**src/hdl/acs_pkg.sv**
```systemverilog
// shared widths, codes and control structs for the auto contrast block
// no dependencies; imported by every module of the block
package acs_pkg;

  localparam int PIX_W      = 16;
  localparam int LVL_W      = 8;
  localparam int NUM_W      = PIX_W + LVL_W;
  localparam int MAX_WINDOW = 16;
  localparam int SLOT_W     = $clog2(MAX_WINDOW);
  localparam int CNT_W      = $clog2(MAX_WINDOW + 1);
  localparam int MWIN_W     = 5;
  localparam int WIN_CMP_W  = (CNT_W > MWIN_W) ? CNT_W : MWIN_W;
  localparam int CFG_IDX_W  = 2;
  localparam int CFG_DATA_W = 16;
  localparam int DIV_CNT_W  = $clog2(LVL_W);

  localparam logic [LVL_W-1:0] LEVEL_MAX = '1;
  localparam logic [LVL_W-1:0] LEVEL_MIN = '0;
  localparam logic [PIX_W-1:0] PIX_MAX   = '1;
  localparam logic [PIX_W-1:0] PIX_MIN   = '0;

  localparam logic OP_SCAN    = 1'b0;
  localparam logic OP_CONVERT = 1'b1;

  localparam logic [PIX_W-1:0]  FIXED_LOW_RST  = '0;
  localparam logic [PIX_W-1:0]  FIXED_HIGH_RST = '1;
  localparam logic [MWIN_W-1:0] MED_WIN_RST    = MWIN_W'(5);

  typedef enum logic [CFG_IDX_W-1:0] {
    CFG_AUTO_MODE,
    CFG_FIXED_LOW,
    CFG_FIXED_HIGH,
    CFG_MEDIAN_WINDOW
  } acs_cfg_idx_t;

  typedef struct packed {
    logic             start;
    logic [PIX_W-1:0] push_min;
    logic [PIX_W-1:0] push_max;
    logic [CNT_W-1:0] win;
  } acs_med_req_t;

  typedef struct packed {
    logic             done;
    logic [PIX_W-1:0] low;
    logic [PIX_W-1:0] high;
  } acs_med_rsp_t;

  typedef struct packed {
    logic             start;
    logic [NUM_W-1:0] num;
    logic [PIX_W-1:0] den;
  } acs_div_req_t;

  typedef struct packed {
    logic             done;
    logic [LVL_W-1:0] quo;
  } acs_div_rsp_t;

endpackage

```
**src/hdl/acs_med.sv**
```systemverilog
// history of frame extremes and median selection by rank counting
// depends on acs_pkg
module acs_med (
  input  logic                 clk,
  input  logic                 rst_n,
  input  acs_pkg::acs_med_req_t med_req,
  output acs_pkg::acs_med_rsp_t med_rsp
);
  import acs_pkg::*;

  typedef enum logic {M_IDLE, M_RUN} med_state_t;

  logic [PIX_W-1:0] min_mem [MAX_WINDOW];
  logic [PIX_W-1:0] max_mem [MAX_WINDOW];

  med_state_t       state_r, state_nxt;
  logic [CNT_W-1:0] count_r, count_nxt;
  logic [SLOT_W-1:0] slot_r, slot_nxt;
  logic [SLOT_W-1:0] newest_r, newest_nxt;
  logic [CNT_W-1:0] ci_r, ci_nxt;
  logic [CNT_W-1:0] cj_r, cj_nxt;
  logic             cmp_v_r, cmp_v_nxt;
  logic             row_end_r, row_end_nxt;
  logic             all_end_r, all_end_nxt;
  logic [CNT_W-1:0] lt_lo_r, lt_lo_nxt, le_lo_r, le_lo_nxt;
  logic [CNT_W-1:0] lt_hi_r, lt_hi_nxt, le_hi_r, le_hi_nxt;
  logic [PIX_W-1:0] med_lo_r, med_lo_nxt, med_hi_r, med_hi_nxt;
  logic             done_r, done_nxt;
  logic [PIX_W-1:0] rd_a_min_r, rd_b_min_r, rd_a_max_r, rd_b_max_r;

  logic [SLOT_W-1:0] addr_a, addr_b;
  logic [CNT_W:0]    cnt_inc;
  logic [CNT_W-1:0]  cnt_last, half;
  logic [CNT_W-1:0]  lt_lo_inc, le_lo_inc, lt_hi_inc, le_hi_inc;
  logic              row_end_now;

  function automatic logic [SLOT_W-1:0] hist_idx(input logic [SLOT_W-1:0] newest,
                                                 input logic [CNT_W-1:0] k);
    logic [SLOT_W:0] n_e;
    logic [SLOT_W:0] k_e;
    n_e = {1'b0, newest};
    k_e = (SLOT_W+1)'(k);
    if (k_e > n_e) begin
      return SLOT_W'(n_e + (SLOT_W+1)'(MAX_WINDOW) - k_e);
    end
    return SLOT_W'(n_e - k_e);
  endfunction

  assign addr_a   = hist_idx(newest_r, ci_r);
  assign addr_b   = hist_idx(newest_r, cj_r);
  assign cnt_inc  = (CNT_W+1)'(count_r) + (CNT_W+1)'(1);
  assign cnt_last = count_r - CNT_W'(1);
  assign half     = count_r >> 1;
  assign row_end_now = (cj_r == cnt_last);

  assign lt_lo_inc = lt_lo_r + CNT_W'(rd_b_min_r <  rd_a_min_r);
  assign le_lo_inc = le_lo_r + CNT_W'(rd_b_min_r <= rd_a_min_r);
  assign lt_hi_inc = lt_hi_r + CNT_W'(rd_b_max_r <  rd_a_max_r);
  assign le_hi_inc = le_hi_r + CNT_W'(rd_b_max_r <= rd_a_max_r);

  always_ff @(posedge clk) begin
    if (med_req.start) begin
      min_mem[slot_r] <= med_req.push_min;
      max_mem[slot_r] <= med_req.push_max;
    end
    rd_a_min_r <= min_mem[addr_a];
    rd_b_min_r <= min_mem[addr_b];
    rd_a_max_r <= max_mem[addr_a];
    rd_b_max_r <= max_mem[addr_b];
  end

  always_comb begin
    state_nxt   = state_r;
    count_nxt   = count_r;
    slot_nxt    = slot_r;
    newest_nxt  = newest_r;
    ci_nxt      = ci_r;
    cj_nxt      = cj_r;
    cmp_v_nxt   = 1'b0;
    row_end_nxt = 1'b0;
    all_end_nxt = 1'b0;
    lt_lo_nxt   = lt_lo_r;
    le_lo_nxt   = le_lo_r;
    lt_hi_nxt   = lt_hi_r;
    le_hi_nxt   = le_hi_r;
    med_lo_nxt  = med_lo_r;
    med_hi_nxt  = med_hi_r;
    done_nxt    = cmp_v_r & all_end_r;

    case (state_r)
      M_IDLE: begin
        if (med_req.start) begin
          if (cnt_inc > (CNT_W+1)'(med_req.win)) begin
            count_nxt = med_req.win;
          end else begin
            count_nxt = CNT_W'(cnt_inc);
          end
          newest_nxt = slot_r;
          slot_nxt   = (slot_r == SLOT_W'(MAX_WINDOW - 1)) ? '0 : slot_r + SLOT_W'(1);
          ci_nxt     = '0;
          cj_nxt     = '0;
          state_nxt  = M_RUN;
        end
      end
      M_RUN: begin
        cmp_v_nxt   = 1'b1;
        row_end_nxt = row_end_now;
        all_end_nxt = row_end_now && (ci_r == cnt_last);
        if (row_end_now) begin
          cj_nxt = '0;
          ci_nxt = ci_r + CNT_W'(1);
        end else begin
          cj_nxt = cj_r + CNT_W'(1);
        end
        if (all_end_nxt) begin
          state_nxt = M_IDLE;
        end
      end
      default: begin
        state_nxt = M_IDLE;
      end
    endcase

    // rank test on the word read in the previous cycle
    if (cmp_v_r) begin
      if (row_end_r) begin
        if (lt_lo_inc <= half && le_lo_inc > half) begin
          med_lo_nxt = rd_a_min_r;
        end
        if (lt_hi_inc <= half && le_hi_inc > half) begin
          med_hi_nxt = rd_a_max_r;
        end
        lt_lo_nxt = '0;
        le_lo_nxt = '0;
        lt_hi_nxt = '0;
        le_hi_nxt = '0;
      end else begin
        lt_lo_nxt = lt_lo_inc;
        le_lo_nxt = le_lo_inc;
        lt_hi_nxt = lt_hi_inc;
        le_hi_nxt = le_hi_inc;
      end
    end
  end

  always_ff @(posedge clk) begin
    if (!rst_n) begin
      state_r   <= M_IDLE;
      count_r   <= '0;
      slot_r    <= '0;
      newest_r  <= '0;
      ci_r      <= '0;
      cj_r      <= '0;
      cmp_v_r   <= 1'b0;
      row_end_r <= 1'b0;
      all_end_r <= 1'b0;
      lt_lo_r   <= '0;
      le_lo_r   <= '0;
      lt_hi_r   <= '0;
      le_hi_r   <= '0;
      done_r    <= 1'b0;
    end else begin
      state_r   <= state_nxt;
      count_r   <= count_nxt;
      slot_r    <= slot_nxt;
      newest_r  <= newest_nxt;
      ci_r      <= ci_nxt;
      cj_r      <= cj_nxt;
      cmp_v_r   <= cmp_v_nxt;
      row_end_r <= row_end_nxt;
      all_end_r <= all_end_nxt;
      lt_lo_r   <= lt_lo_nxt;
      le_lo_r   <= le_lo_nxt;
      lt_hi_r   <= lt_hi_nxt;
      le_hi_r   <= le_hi_nxt;
      done_r    <= done_nxt;
    end
    med_lo_r <= med_lo_nxt;
    med_hi_r <= med_hi_nxt;
  end

  assign med_rsp.done = done_r;
  assign med_rsp.low  = med_lo_r;
  assign med_rsp.high = med_hi_r;

endmodule

```
**src/hdl/acs_div.sv**
```systemverilog
// bit-serial restoring divider, one quotient bit per cycle
// depends on acs_pkg
module acs_div (
  input  logic                 clk,
  input  logic                 rst_n,
  input  acs_pkg::acs_div_req_t div_req,
  output acs_pkg::acs_div_rsp_t div_rsp
);
  import acs_pkg::*;

  logic [PIX_W-1:0]     rem_r, rem_nxt;
  logic [LVL_W-1:0]     sh_r, sh_nxt;
  logic [PIX_W-1:0]     den_r, den_nxt;
  logic [DIV_CNT_W-1:0] cnt_r, cnt_nxt;
  logic                 busy_r, busy_nxt;
  logic                 done_r, done_nxt;

  logic [PIX_W:0]   cat;
  logic [PIX_W+1:0] diff;

  assign cat  = {rem_r, sh_r[LVL_W-1]};
  assign diff = {1'b0, cat} - {2'b00, den_r};

  always_comb begin
    rem_nxt  = rem_r;
    sh_nxt   = sh_r;
    den_nxt  = den_r;
    cnt_nxt  = cnt_r;
    busy_nxt = busy_r;
    done_nxt = 1'b0;
    if (div_req.start) begin
      // numerator high part is already below the divisor
      rem_nxt  = div_req.num[NUM_W-1:LVL_W];
      sh_nxt   = div_req.num[LVL_W-1:0];
      den_nxt  = div_req.den;
      cnt_nxt  = '0;
      busy_nxt = 1'b1;
    end else if (busy_r) begin
      if (!diff[PIX_W+1]) begin
        rem_nxt = diff[PIX_W-1:0];
        sh_nxt  = {sh_r[LVL_W-2:0], 1'b1};
      end else begin
        rem_nxt = cat[PIX_W-1:0];
        sh_nxt  = {sh_r[LVL_W-2:0], 1'b0};
      end
      cnt_nxt = cnt_r + DIV_CNT_W'(1);
      if (cnt_r == DIV_CNT_W'(LVL_W - 1)) begin
        busy_nxt = 1'b0;
        done_nxt = 1'b1;
      end
    end
  end

  always_ff @(posedge clk) begin
    if (!rst_n) begin
      busy_r <= 1'b0;
      done_r <= 1'b0;
      cnt_r  <= '0;
    end else begin
      busy_r <= busy_nxt;
      done_r <= done_nxt;
      cnt_r  <= cnt_nxt;
    end
    rem_r <= rem_nxt;
    sh_r  <= sh_nxt;
    den_r <= den_nxt;
  end

  assign div_rsp.done = done_r;
  assign div_rsp.quo  = sh_r;

endmodule

```
**src/hdl/auto_contrast_16_to_8_top.sv**
```systemverilog
// auto contrast 16 to 8: min/max tracking, median smoothing, serial rescale
// depends on acs_pkg, acs_med, acs_div
//
//   channel  handshake            payload
//   in       in_valid/in_ready    in_op, in_pixel, in_last
//   out      out_valid/out_ready  out_level, out_frame_end
//   cfg      cfg_valid/cfg_ready  cfg_index, cfg_data
//
// scan word: input stays open, but last word with smoothing waits for median of n words
// convert word: 8-step serial divider plus setup, start and output;
// setup goes straight to output when the range is empty or the pixel is at or beyond a bound
// median search compares history words one pair per cycle through registered reads
// synchronous active-low reset; history memory has no clearing pass
// a finished word waits in the output register while the next word is accepted
module auto_contrast_16_to_8_top (
  input  logic                          clk,
  input  logic                          rst_n,
  input  logic                          in_valid,
  output logic                          in_ready,
  input  logic                          in_op,
  input  logic [acs_pkg::PIX_W-1:0]     in_pixel,
  input  logic                          in_last,
  output logic                          out_valid,
  input  logic                          out_ready,
  output logic [acs_pkg::LVL_W-1:0]     out_level,
  output logic                          out_frame_end,
  input  logic                          cfg_valid,
  output logic                          cfg_ready,
  input  logic [acs_pkg::CFG_IDX_W-1:0] cfg_index,
  input  logic [acs_pkg::CFG_DATA_W-1:0] cfg_data
);
  import acs_pkg::*;

  typedef enum logic [2:0] {S_IDLE, S_MED, S_PREP, S_MUL, S_DIV, S_OUT} acs_state_t;

  acs_state_t        state_r, state_nxt;
  logic              auto_mode_r;
  logic [PIX_W-1:0]  fixed_low_r, fixed_high_r;
  logic [MWIN_W-1:0] med_win_r;
  logic [PIX_W-1:0]  run_min_r, run_min_nxt, run_max_r, run_max_nxt;
  logic [PIX_W-1:0]  bound_lo_r, bound_lo_nxt, bound_hi_r, bound_hi_nxt;
  logic [PIX_W-1:0]  px_r, px_nxt, lo_r, lo_nxt, hi_r, hi_nxt;
  logic              last_r, last_nxt;
  logic [PIX_W-1:0]  sub_r, sub_nxt, den_r, den_nxt;
  logic [LVL_W-1:0]  res_r, res_nxt;
  logic              out_valid_r, out_valid_nxt;
  logic [LVL_W-1:0]  out_level_r, out_level_nxt;
  logic              out_fe_r, out_fe_nxt;

  logic                 in_acc;
  logic [PIX_W-1:0]     scan_min, scan_max;
  logic [WIN_CMP_W-1:0] win_ext;
  logic [CNT_W-1:0]     win_c;
  logic                 smooth;
  acs_med_req_t         med_req;
  acs_med_rsp_t         med_rsp;
  acs_div_req_t         div_req;
  acs_div_rsp_t         div_rsp;

  assign in_ready  = (state_r == S_IDLE);
  assign cfg_ready = 1'b1;
  assign in_acc    = in_valid & in_ready;

  assign scan_min = (in_pixel < run_min_r) ? in_pixel : run_min_r;
  assign scan_max = (in_pixel > run_max_r) ? in_pixel : run_max_r;
  assign win_ext  = WIN_CMP_W'(med_win_r);
  assign win_c    = (win_ext > WIN_CMP_W'(MAX_WINDOW)) ? CNT_W'(MAX_WINDOW) : CNT_W'(win_ext);
  assign smooth   = (win_c > CNT_W'(1));

  assign med_req.start    = in_acc & (in_op == OP_SCAN) & in_last & auto_mode_r & smooth;
  assign med_req.push_min = scan_min;
  assign med_req.push_max = scan_max;
  assign med_req.win      = win_c;

  // sub * 255 as sub * 256 - sub
  assign div_req.start = (state_r == S_MUL);
  assign div_req.num   = {sub_r, {LVL_W{1'b0}}} - NUM_W'(sub_r);
  assign div_req.den   = den_r;

  acs_med u_med (
    .clk     (clk),
    .rst_n   (rst_n),
    .med_req (med_req),
    .med_rsp (med_rsp)
  );

  acs_div u_div (
    .clk     (clk),
    .rst_n   (rst_n),
    .div_req (div_req),
    .div_rsp (div_rsp)
  );

  always_comb begin
    state_nxt     = state_r;
    run_min_nxt   = run_min_r;
    run_max_nxt   = run_max_r;
    bound_lo_nxt  = bound_lo_r;
    bound_hi_nxt  = bound_hi_r;
    px_nxt        = px_r;
    lo_nxt        = lo_r;
    hi_nxt        = hi_r;
    last_nxt      = last_r;
    sub_nxt       = sub_r;
    den_nxt       = den_r;
    res_nxt       = res_r;
    out_valid_nxt = out_valid_r & ~out_ready;
    out_level_nxt = out_level_r;
    out_fe_nxt    = out_fe_r;

    case (state_r)
      S_IDLE: begin
        if (in_acc) begin
          if (in_op == OP_SCAN) begin
            run_min_nxt = scan_min;
            run_max_nxt = scan_max;
            if (in_last) begin
              run_min_nxt = PIX_MAX;
              run_max_nxt = PIX_MIN;
              if (auto_mode_r) begin
                if (smooth) begin
                  state_nxt = S_MED;
                end else begin
                  bound_lo_nxt = scan_min;
                  bound_hi_nxt = scan_max;
                end
              end
            end
          end else begin
            px_nxt    = in_pixel;
            lo_nxt    = auto_mode_r ? bound_lo_r : fixed_low_r;
            hi_nxt    = auto_mode_r ? bound_hi_r : fixed_high_r;
            last_nxt  = in_last;
            state_nxt = S_PREP;
          end
        end
      end
      S_MED: begin
        if (med_rsp.done) begin
          bound_lo_nxt = med_rsp.low;
          bound_hi_nxt = med_rsp.high;
          state_nxt    = S_IDLE;
        end
      end
      S_PREP: begin
        sub_nxt = px_r - lo_r;
        den_nxt = hi_r - lo_r;
        if (hi_r <= lo_r || px_r <= lo_r) begin
          res_nxt   = LEVEL_MIN;
          state_nxt = S_OUT;
        end else if (px_r >= hi_r) begin
          res_nxt   = LEVEL_MAX;
          state_nxt = S_OUT;
        end else begin
          state_nxt = S_MUL;
        end
      end
      S_MUL: begin
        state_nxt = S_DIV;
      end
      S_DIV: begin
        if (div_rsp.done) begin
          res_nxt   = div_rsp.quo;
          state_nxt = S_OUT;
        end
      end
      S_OUT: begin
        if (!out_valid_r || out_ready) begin
          out_valid_nxt = 1'b1;
          out_level_nxt = res_r;
          out_fe_nxt    = last_r;
          state_nxt     = S_IDLE;
        end
      end
      default: begin
        state_nxt = S_IDLE;
      end
    endcase
  end

  always_ff @(posedge clk) begin
    if (!rst_n) begin
      state_r      <= S_IDLE;
      auto_mode_r  <= 1'b1;
      fixed_low_r  <= FIXED_LOW_RST;
      fixed_high_r <= FIXED_HIGH_RST;
      med_win_r    <= MED_WIN_RST;
      run_min_r    <= PIX_MAX;
      run_max_r    <= PIX_MIN;
      bound_lo_r   <= PIX_MIN;
      bound_hi_r   <= PIX_MIN;
      out_valid_r  <= 1'b0;
    end else begin
      state_r     <= state_nxt;
      run_min_r   <= run_min_nxt;
      run_max_r   <= run_max_nxt;
      bound_lo_r  <= bound_lo_nxt;
      bound_hi_r  <= bound_hi_nxt;
      out_valid_r <= out_valid_nxt;
      if (cfg_valid && cfg_ready) begin
        case (cfg_index)
          CFG_AUTO_MODE:     auto_mode_r  <= cfg_data[0];
          CFG_FIXED_LOW:     fixed_low_r  <= cfg_data[PIX_W-1:0];
          CFG_FIXED_HIGH:    fixed_high_r <= cfg_data[PIX_W-1:0];
          CFG_MEDIAN_WINDOW: med_win_r    <= cfg_data[MWIN_W-1:0];
          default: begin
          end
        endcase
      end
    end
    px_r        <= px_nxt;
    lo_r        <= lo_nxt;
    hi_r        <= hi_nxt;
    last_r      <= last_nxt;
    sub_r       <= sub_nxt;
    den_r       <= den_nxt;
    res_r       <= res_nxt;
    out_level_r <= out_level_nxt;
    out_fe_r    <= out_fe_nxt;
  end

  assign out_valid     = out_valid_r;
  assign out_level     = out_level_r;
  assign out_frame_end = out_fe_r;

endmodule

```
**config.mk**
```make
export PLATFORM = sky130hd
export DESIGN_NAME = auto_contrast_16_to_8_top
export DESIGN_NICKNAME = d
export VERILOG_FILES = /design/src/hdl/acs_pkg.sv /design/src/hdl/acs_med.sv /design/src/hdl/acs_div.sv /design/src/hdl/auto_contrast_16_to_8_top.sv
export SDC_FILE = /design/constraint.sdc
export NUM_CORES = 1
export LEC_CHECK = 0
export ABC_AREA = 1
export BUFFER_PORTS_ARGS = -buffer_cell sky130_fd_sc_hd__buf_2
export CAP_MARGIN = 15
export CORE_UTILIZATION = 41
export DETAILED_ROUTE_END_ITERATION = 12
export HOLD_SLACK_MARGIN = 0.08
export PLACE_DENSITY = 0.63
export SETUP_SLACK_MARGIN = 0.02
export SYNTH_ARGS = -nofsm -noshare
export SYNTH_HDL_FRONTEND = slang
export SYNTH_SLANG_ARGS = --single-unit
```
**constraint.sdc**
```tcl
create_clock -name clk -period 15.05 [get_ports clk]
set_input_delay 1.505 -clock clk [delete_from_list [all_inputs] [get_ports clk]]
set_output_delay 1.505 -clock clk [all_outputs]
set_load 0.02 [all_outputs]
```
==> flow_metrics.py, run 1 <==
metrics = {
    "logic_synthesis": {
        "ys_seq_area_frac": 0.551,
        "syn_inst": 4864,
        "synth_top_area_frac": 0.452,
        "avgSynthCellArea_sq_um": 9.31,
        "synth-seq-cells": 905,
        "synthArstFlopShare": 0,
        "yosysWarnings": 0,
        "yosys.area.top_type": "edfxtp_1",
        "synthFlopType": "edfxtp_1",
        "synth_area_sq_um": 45300,
        "netlist_top_cells_area": "edfxtp_1, dfxtp_1, a21oi_1",
        "synth_edf_count": 682,
        "ys_types": 50,
        "syn_nets": 5091,
    },
    "global_routing": {
        "gr-usage-all-layers": 0.232,
        "grt_max_degree": 254,
        "grt_pass1_wl_um": 199000,
        "grt_overflow_total": 0,
        "grt_pass1_vias": 32983,
        "antenna_found_initial": 1,
    },
    "die": {
        "io_pins": 53,
        "dieArea_sq_um": 112000,
        "start_util": 0.415,
        "die-width_um": 334,
        "chipHeight_um": 334,
        "rows": 121,
        "core_area_sq_um": 109000,
    },
    "clocking": {
        "cts_tree": "yes",
        "cts_hold_buf": 0,
        "post_cts_buffers": 0,
        "cts_resized": 0,
        "clock_path_buffers": 3,
        "cts.reportedPaths.clkPinSlew_ns": 0.07,
        "cts_max_level": 3,
        "clk-insertion-delay-late_ns": 0.67,
        "numCtsBuffers": 94,
        "clock-sinks": 905,
        "clockRootBuffer": "clkbuf_16",
    },
    "route": {
        "ant_nets": 0,
        "vias_per_cell": 5.58,
        "wire_per_inst_um": 20.8,
        "drt_iter0_drc": 3895,
        "dr_total_vias": 35396,
        "drt_wl_total_um": 132000,
        "drc": 0,
        "dr.pass1.iters": 6,
    },
    "timing": {
        "max_freq_mhz": 220,
        "final_max_slew_viol_count": 0,
        "final.min_clock_period_ns": 4.54,
        "setup_viol": 0,
        "setup_ws_ns": 10.51,
        "hold_violations": 0,
        "fin_skew_ns": 0.0197,
        "fin_crit_sh": 0.302,
        "worstMarginPinSlew_ns": 1.33,
        "grt_setup_unrepaired": "no",
        "finalSetupTns_ns": 0,
        "max_slew_margin": 0.112,
    },
    "place": {
        "dp_hpwl_um": 80300,
        "place_congestion": 0.936,
        "io_buffers": 51,
        "pre_cts_ws_ns": 10.10,
        "place_inst": 6168,
    },
    "critical_path": {
        "required_ns": 15.38,
        "crit_fanout": 16,
        "worstPathCellList": "inv_1, ha_1, nand2_1, inv_1, nand3_1, nor3_1, o21ai_0, o2111ai_1, nand2_1, ha_1, ha_1, xor2_1, ha_1, nand2_1, o21ai_0, a21oi_1, a2111oi_2, buf_4",
        "endpoint_kind": "register",
        "slowest_delay_ns": 0.63,
        "cp-start-kind": "register",
        "cpMostUsedCell": "ha_1",
        "critical_path_class": "reg2reg",
        "arrival_ns": 4.88,
        "slowest_stage": "nor3_1",
    },
    "flow_run": {
        "drv_cap": 0,
    },
    "power_and_ir_drop": {
        "power_density_nw_per_um2": 141,
        "ir_drop_mv": 0.109,
        "power.leakage_uw": 0.0197,
        "power_uw": 7040,
    },
    "hold_path": {
        "hold_class": "reg2reg",
    },
    "cells_and_area": {
        "drive_gt1_frac": 0.0647,
        "final_core_util": 0.458,
        "area_delta_synth_final_pct": 10.4,
        "largest_registers": "u_med.max_mem: 256 flops, u_med.min_mem: 256 flops",
        "stdcell_count": 6346,
        "nets": 5015,
    },
    "outcome": {
        "status": "finished, final reports clean",
    },
}
## worst max-delay path: cells and delay by family, from the launching register on
kind / cells / cell delay (ns)
compound gates: 5 / 1.15
simple gates: 5 / 0.99
xor+xnor: 1 / 0.17
buf+inv: 3 / 0.48
flops: 1 / 0.32
fa+ha+maj: 4 / 1.06
## synthesized netlist by cell type (5+ instances only)
master	number
nand2_1	725
a21oi_1	698
o21ai_0	691
edfxtp_1	682
inv_1	584
dfxtp_1	223
nand3_1	220
ha_1	181
clkbuf_1	152
o211ai_1	128
nor2_1	126
buf_2	71
o22ai_1	51
xor2_1	43
buf_1	36
xnor2_1	35
o21ai_1	28
o221ai_1	23
and2_1	20
nand4_1	18
nor3_1	18
a31oi_1	13
a21o_1	9
inv_2	9
buf_4	8
buf_6	6
nand2_2	6
o21a_1	6
a211oi_1	5
fa_1	5
o21bai_1	5
## power by group
part           switching [uW]  leakage [uW]  internal [uW]  total, uW
combinational            1150        0.0102            516       1670
sequential               97.5       0.00800           2930       3030
clock                     993       0.00153           1350       2340
total                    2240        0.0197           4800       7040
## path summary, 6_finish.rpt
check	startpoint	slack, ns	endpoint	depth (start not counted)
max	u_med.rd_a_min_r[15]$_DFF_P_	10.51	u_med.med_lo_r[11]$_DFFE_PP_	18
min	den_r[15]$_DFFE_PP_	0.41	u_div.den_r[15]$_DFFE_PP_	0
max reg2reg	u_med.rd_a_min_r[15]$_DFF_P_	10.51	u_med.med_lo_r[11]$_DFFE_PP_	18
min reg2reg	den_r[15]$_DFFE_PP_	0.41	u_div.den_r[15]$_DFFE_PP_	0
## cell type report
cell class,instances,area (sq um)
well taps,1476,1850
clock buffers,134,2720
flip-flops and latches,905,24900
clock inverters,42,379
fillers,10149,59200
repair buffers,103,686
diodes,2,5.00
inverters,593,2230
multi-input cells,3091,17200
## cell families (layout without fill, tap and decap cells)
logic type,after synthesis,in the layout,share of synthesized area
adder cells (fa/ha/maj),186,186,0.0522
other,1,3,0.0000828
XOR/XNOR,81,81,0.0162
AND/OR/NAND/NOR,1155,1155,0.107
AO/OA/AOI/OAI,1668,1668,0.197
flip-flops,905,905,0.551
buffers and inverters,868,872,0.0756
## through the flow
| step | area [sq um] | hold WS (ns) |
|---|---|---|
| 5_1_grt | 50000 | 0.422 |
| 3_5_place_dp | 46900 | 0.405 |
| 6_report | 50000 | 0.415 |
| 4_1_cts | 50000 | 0.415 |
| 2_1_floorplan | 45300 | 0.400 |
| 3_3_place_gp | 46900 | 0.401 |
## cell usage in the layout (no fill, tap or decap), types with 9 or more instances in the layout
cell and instances:
nor3_1 16, a21o_1 9, nand3_1 220, xor2_1 40
edfxtp_1 682, a31oi_1 13, clkbuf_1 22, ha_1 179
a21oi_1 698, nor2_4 20, buf_2 50, clkbuf_8 15
o22ai_1 51, o21ai_1 28, inv_2 9, nand2_1 725
o211ai_1 128, xnor2_1 35, buf_4 50, inv_1 584
o221ai_1 23, dfxtp_1 222, o21ai_0 691, and2_1 20
clkinv_2 18, nand4_1 18, nor2_1 109, clkbuf_16 97
## routing by layer
layer  GRT usage  share of wire
met5           0              0
met4      0.0895          0.034
met3      0.0314          0.080
met2       0.383           0.47
met1       0.310           0.42
(Power assumes the default switching activity.)
==> run 2: changes to the inputs <==
==> constraint.sdc (replaced) <==
create_clock -name clk -period 4.2 [get_ports clk]
set_input_delay 0.42 -clock clk [delete_from_list [all_inputs] [get_ports clk]]
set_output_delay 0.42 -clock clk [all_outputs]
set_load 0.02 [all_outputs]
==> run 2 against run 1 <==
  * Combinational power grew to 3.7 times the previous value
  * Fmax is 23% higher
  * Worst setup slack worse by 10 ns
  * Sequential cell count stayed put
  * Power grew to 3.6 times the previous value
  * Utilization is 1.0 points higher
  * Sequential share of layout area is 1.1 points lower
  * Clock power grew to 3.7 times the previous value
  * Sequential power grew to 3.6 times the previous value
  * Worst hold slack worse by 0.30 ns
  * Via count is 0.48% higher
  * Highest routed layer unchanged
==> flow_metrics.py, run 2 (synthesized netlist as in run 1, its figures left out) <==
metrics = {
    "route": {
        "ant_nets": 0,
        "drt_iter0_drc": 3943,
        "drc": 0,
        "vias_per_cell": 5.52,
        "dr_total_vias": 35565,
        "drt_wl_total_um": 129000,
        "dr.pass1.iters": 6,
        "wire_per_inst_um": 20.0,
    },
    "power_and_ir_drop": {
        "power_density_nw_per_um2": 502,
        "p_sw_uw": 8140,
        "p_comb_frac": 0.241,
        "intPower_uw": 17500,
        "power.leakage_uw": 0.0202,
        "ir_drop_mv": 0.316,
        "seq_power_share": 0.422,
        "swShare": 0.317,
        "clkPwrFrac": 0.337,
    },
    "outcome": {
        "status": "finished, final reports clean",
    },
    "timing": {
        "hold_violations": 0,
        "finalSetupTns_ns": 0,
        "max_slew_margin": 0.264,
        "max_freq_mhz": 270,
        "fin_skew_ns": 0.0302,
        "worstMarginPinSlew_ns": 1.10,
        "grt_setup_unrepaired": "no",
        "fin_crit_sh": 0.882,
        "final.min_clock_period_ns": 3.70,
        "final_max_slew_viol_count": 0,
        "setup_viol": 0,
    },
    "die": {
        "start_util": 0.415,
        "die-width_um": 334,
        "rows": 121,
        "dieArea_sq_um": 112000,
        "io_pins": 53,
        "chipHeight_um": 334,
        "core_area_sq_um": 109000,
    },
    "critical_path": {
        "arrival_ns": 4.05,
        "endpoint_kind": "register",
        "required_ns": 4.55,
        "slowest_delay_ns": 0.33,
        "crit_fanout": 16,
        "cp_top_family": "adder cells",
        "cp-start-kind": "register",
        "critical_path_class": "reg2reg",
        "slowest_stage": "dfxtp_1",
        "cpMostUsedCell": "ha_1",
        "worstPathCellList": "inv_1, ha_1, nand2_1, inv_1, nand3_1, nor3_1, o21ai_0, o2111ai_1, nand2_1, ha_1, ha_1, xor2_1, ha_1, nand2_1, o21ai_0, a21oi_1, a2111oi_4, buf_4",
        "crit_buf_inv": 3,
    },
    "place": {
        "io_buffers": 51,
        "dp_hpwl_um": 83000,
        "placed_cell_area_sq_um": 47500,
        "place_congestion": 0.899,
    },
    "clocking": {
        "clock_path_buffers": 3,
        "clockRootBuffer": "clkbuf_16",
        "clk-insertion-delay-late_ns": 0.69,
        "post_cts_buffers": 0,
        "cts.reportedPaths.clkPinSlew_ns": 0.06,
        "numCtsBuffers": 100,
        "cts_max_level": 3,
        "clock-sinks": 905,
        "cts_tree": "yes",
    },
    "global_routing": {
        "gr-usage-all-layers": 0.227,
        "grt_overflow_total": 0,
        "grt_pass1_wl_um": 196000,
        "grt_max_degree": 125,
        "antenna_found_initial": 2,
        "grt_pass1_vias": 33231,
    },
    "cells_and_area": {
        "layout_commonest_cell": "nand2_1",
        "drive_gt1_frac": 0.0717,
        "area_delta_synth_final_pct": 12.9,
        "fin_area_sq_um": 51100,
        "largest_registers": "u_med.max_mem: 256 flops, u_med.min_mem: 256 flops",
        "nets": 5102,
        "final_cell_mix": "nand2_1, a21oi_1, o21ai_0",
    },
    "flow_run": {
        "drv_cap": 0,
    },
    "hold_path": {
        "hold_class": "in2reg",
    },
}
[run 2: cell count changes in the layout (fill, tap and decap cells not counted), sizes merged]
cell / before / now
clkinv: 29 / 31
clkinvlp: 3 / 4
buf: 103 / 146
clkbuf: 134 / 147
diode: 2 / 4
dlygate4sd3: 0 / 38
inv: 598 / 595
[run 2: metrics by stage]
stage                     instances  setup slack (ns)  utilization  total power, uW  hold slack, ns
final                          6442             0.497        0.468            25700           0.120
after global routing           6440             0.190        0.468            26800          0.0909
after CTS                      6438             0.459        0.468            25700          0.0852
after detailed placement       6211             0.495        0.435            17100           0.405
after global placement         6211             0.544        0.435            17000           0.404
after floorplan                4864             0.345            -            15000           0.400
[run 2: what timing repair did]
action                    4_1_cts  5_1_grt
hold endpoints to repair       46        0
hold buffers                   38        0
resized for setup               0        0
[run 2: worst register-to-register path: cells and delay by family, from the launching register on]
family | cells | cell delay (ns)
fa+ha+maj | 4 | 1.01
compound gates | 5 | 0.84
simple gates | 5 | 0.57
buf+inv | 3 | 0.44
flops | 1 | 0.33
xor+xnor | 1 | 0.17
[run 2: area by class of cell]
cell class | count | area [sq um]
repair buffers | 184 | 1680
inverters | 593 | 2230
multi-input cells | 3091 | 17200
diodes | 4 | 10.0
fillers | 10106 | 58000
clock buffers | 147 | 2850
well taps | 1476 | 1850
flip-flops and latches | 905 | 24900
clock inverters | 42 | 365
[run 2: routing by layer]
metal | wire (um) | track usage
met3 | 9430 | 0.0339
met4 | 3770 | 0.0731
met5 | 0 | 0
met2 | 59800 | 0.367
met1 | 55800 | 0.312
[run 2: path summary, 6_finish.rpt]
path                                         to  slack, ns                         start  cells past startpoint
setup / recovery    u_med.med_lo_r[1]$_DFFE_PP_       0.50  u_med.rd_a_min_r[15]$_DFF_P_                     18
hold / removal    fixed_high_r[11]$_SDFFE_PN1P_       0.12                  cfg_data[11]                      3
setup reg to reg    u_med.med_lo_r[1]$_DFFE_PP_       0.50  u_med.rd_a_min_r[15]$_DFF_P_                     18
hold reg to reg       u_div.den_r[13]$_DFFE_PP_       0.42           den_r[13]$_DFFE_PP_                      0
[run 2: power by group through the flow]
stage / Combinational (uW) / Clock, uW / Sequential, uW
detailed placement: 6100 / 0 / 11000
global route: 6870 / 9100 / 10900
floorplan: 4090 / 0 / 10900
finish: 6190 / 8640 / 10800
CTS: 6160 / 8740 / 10800
global placement: 6040 / 0 / 11000
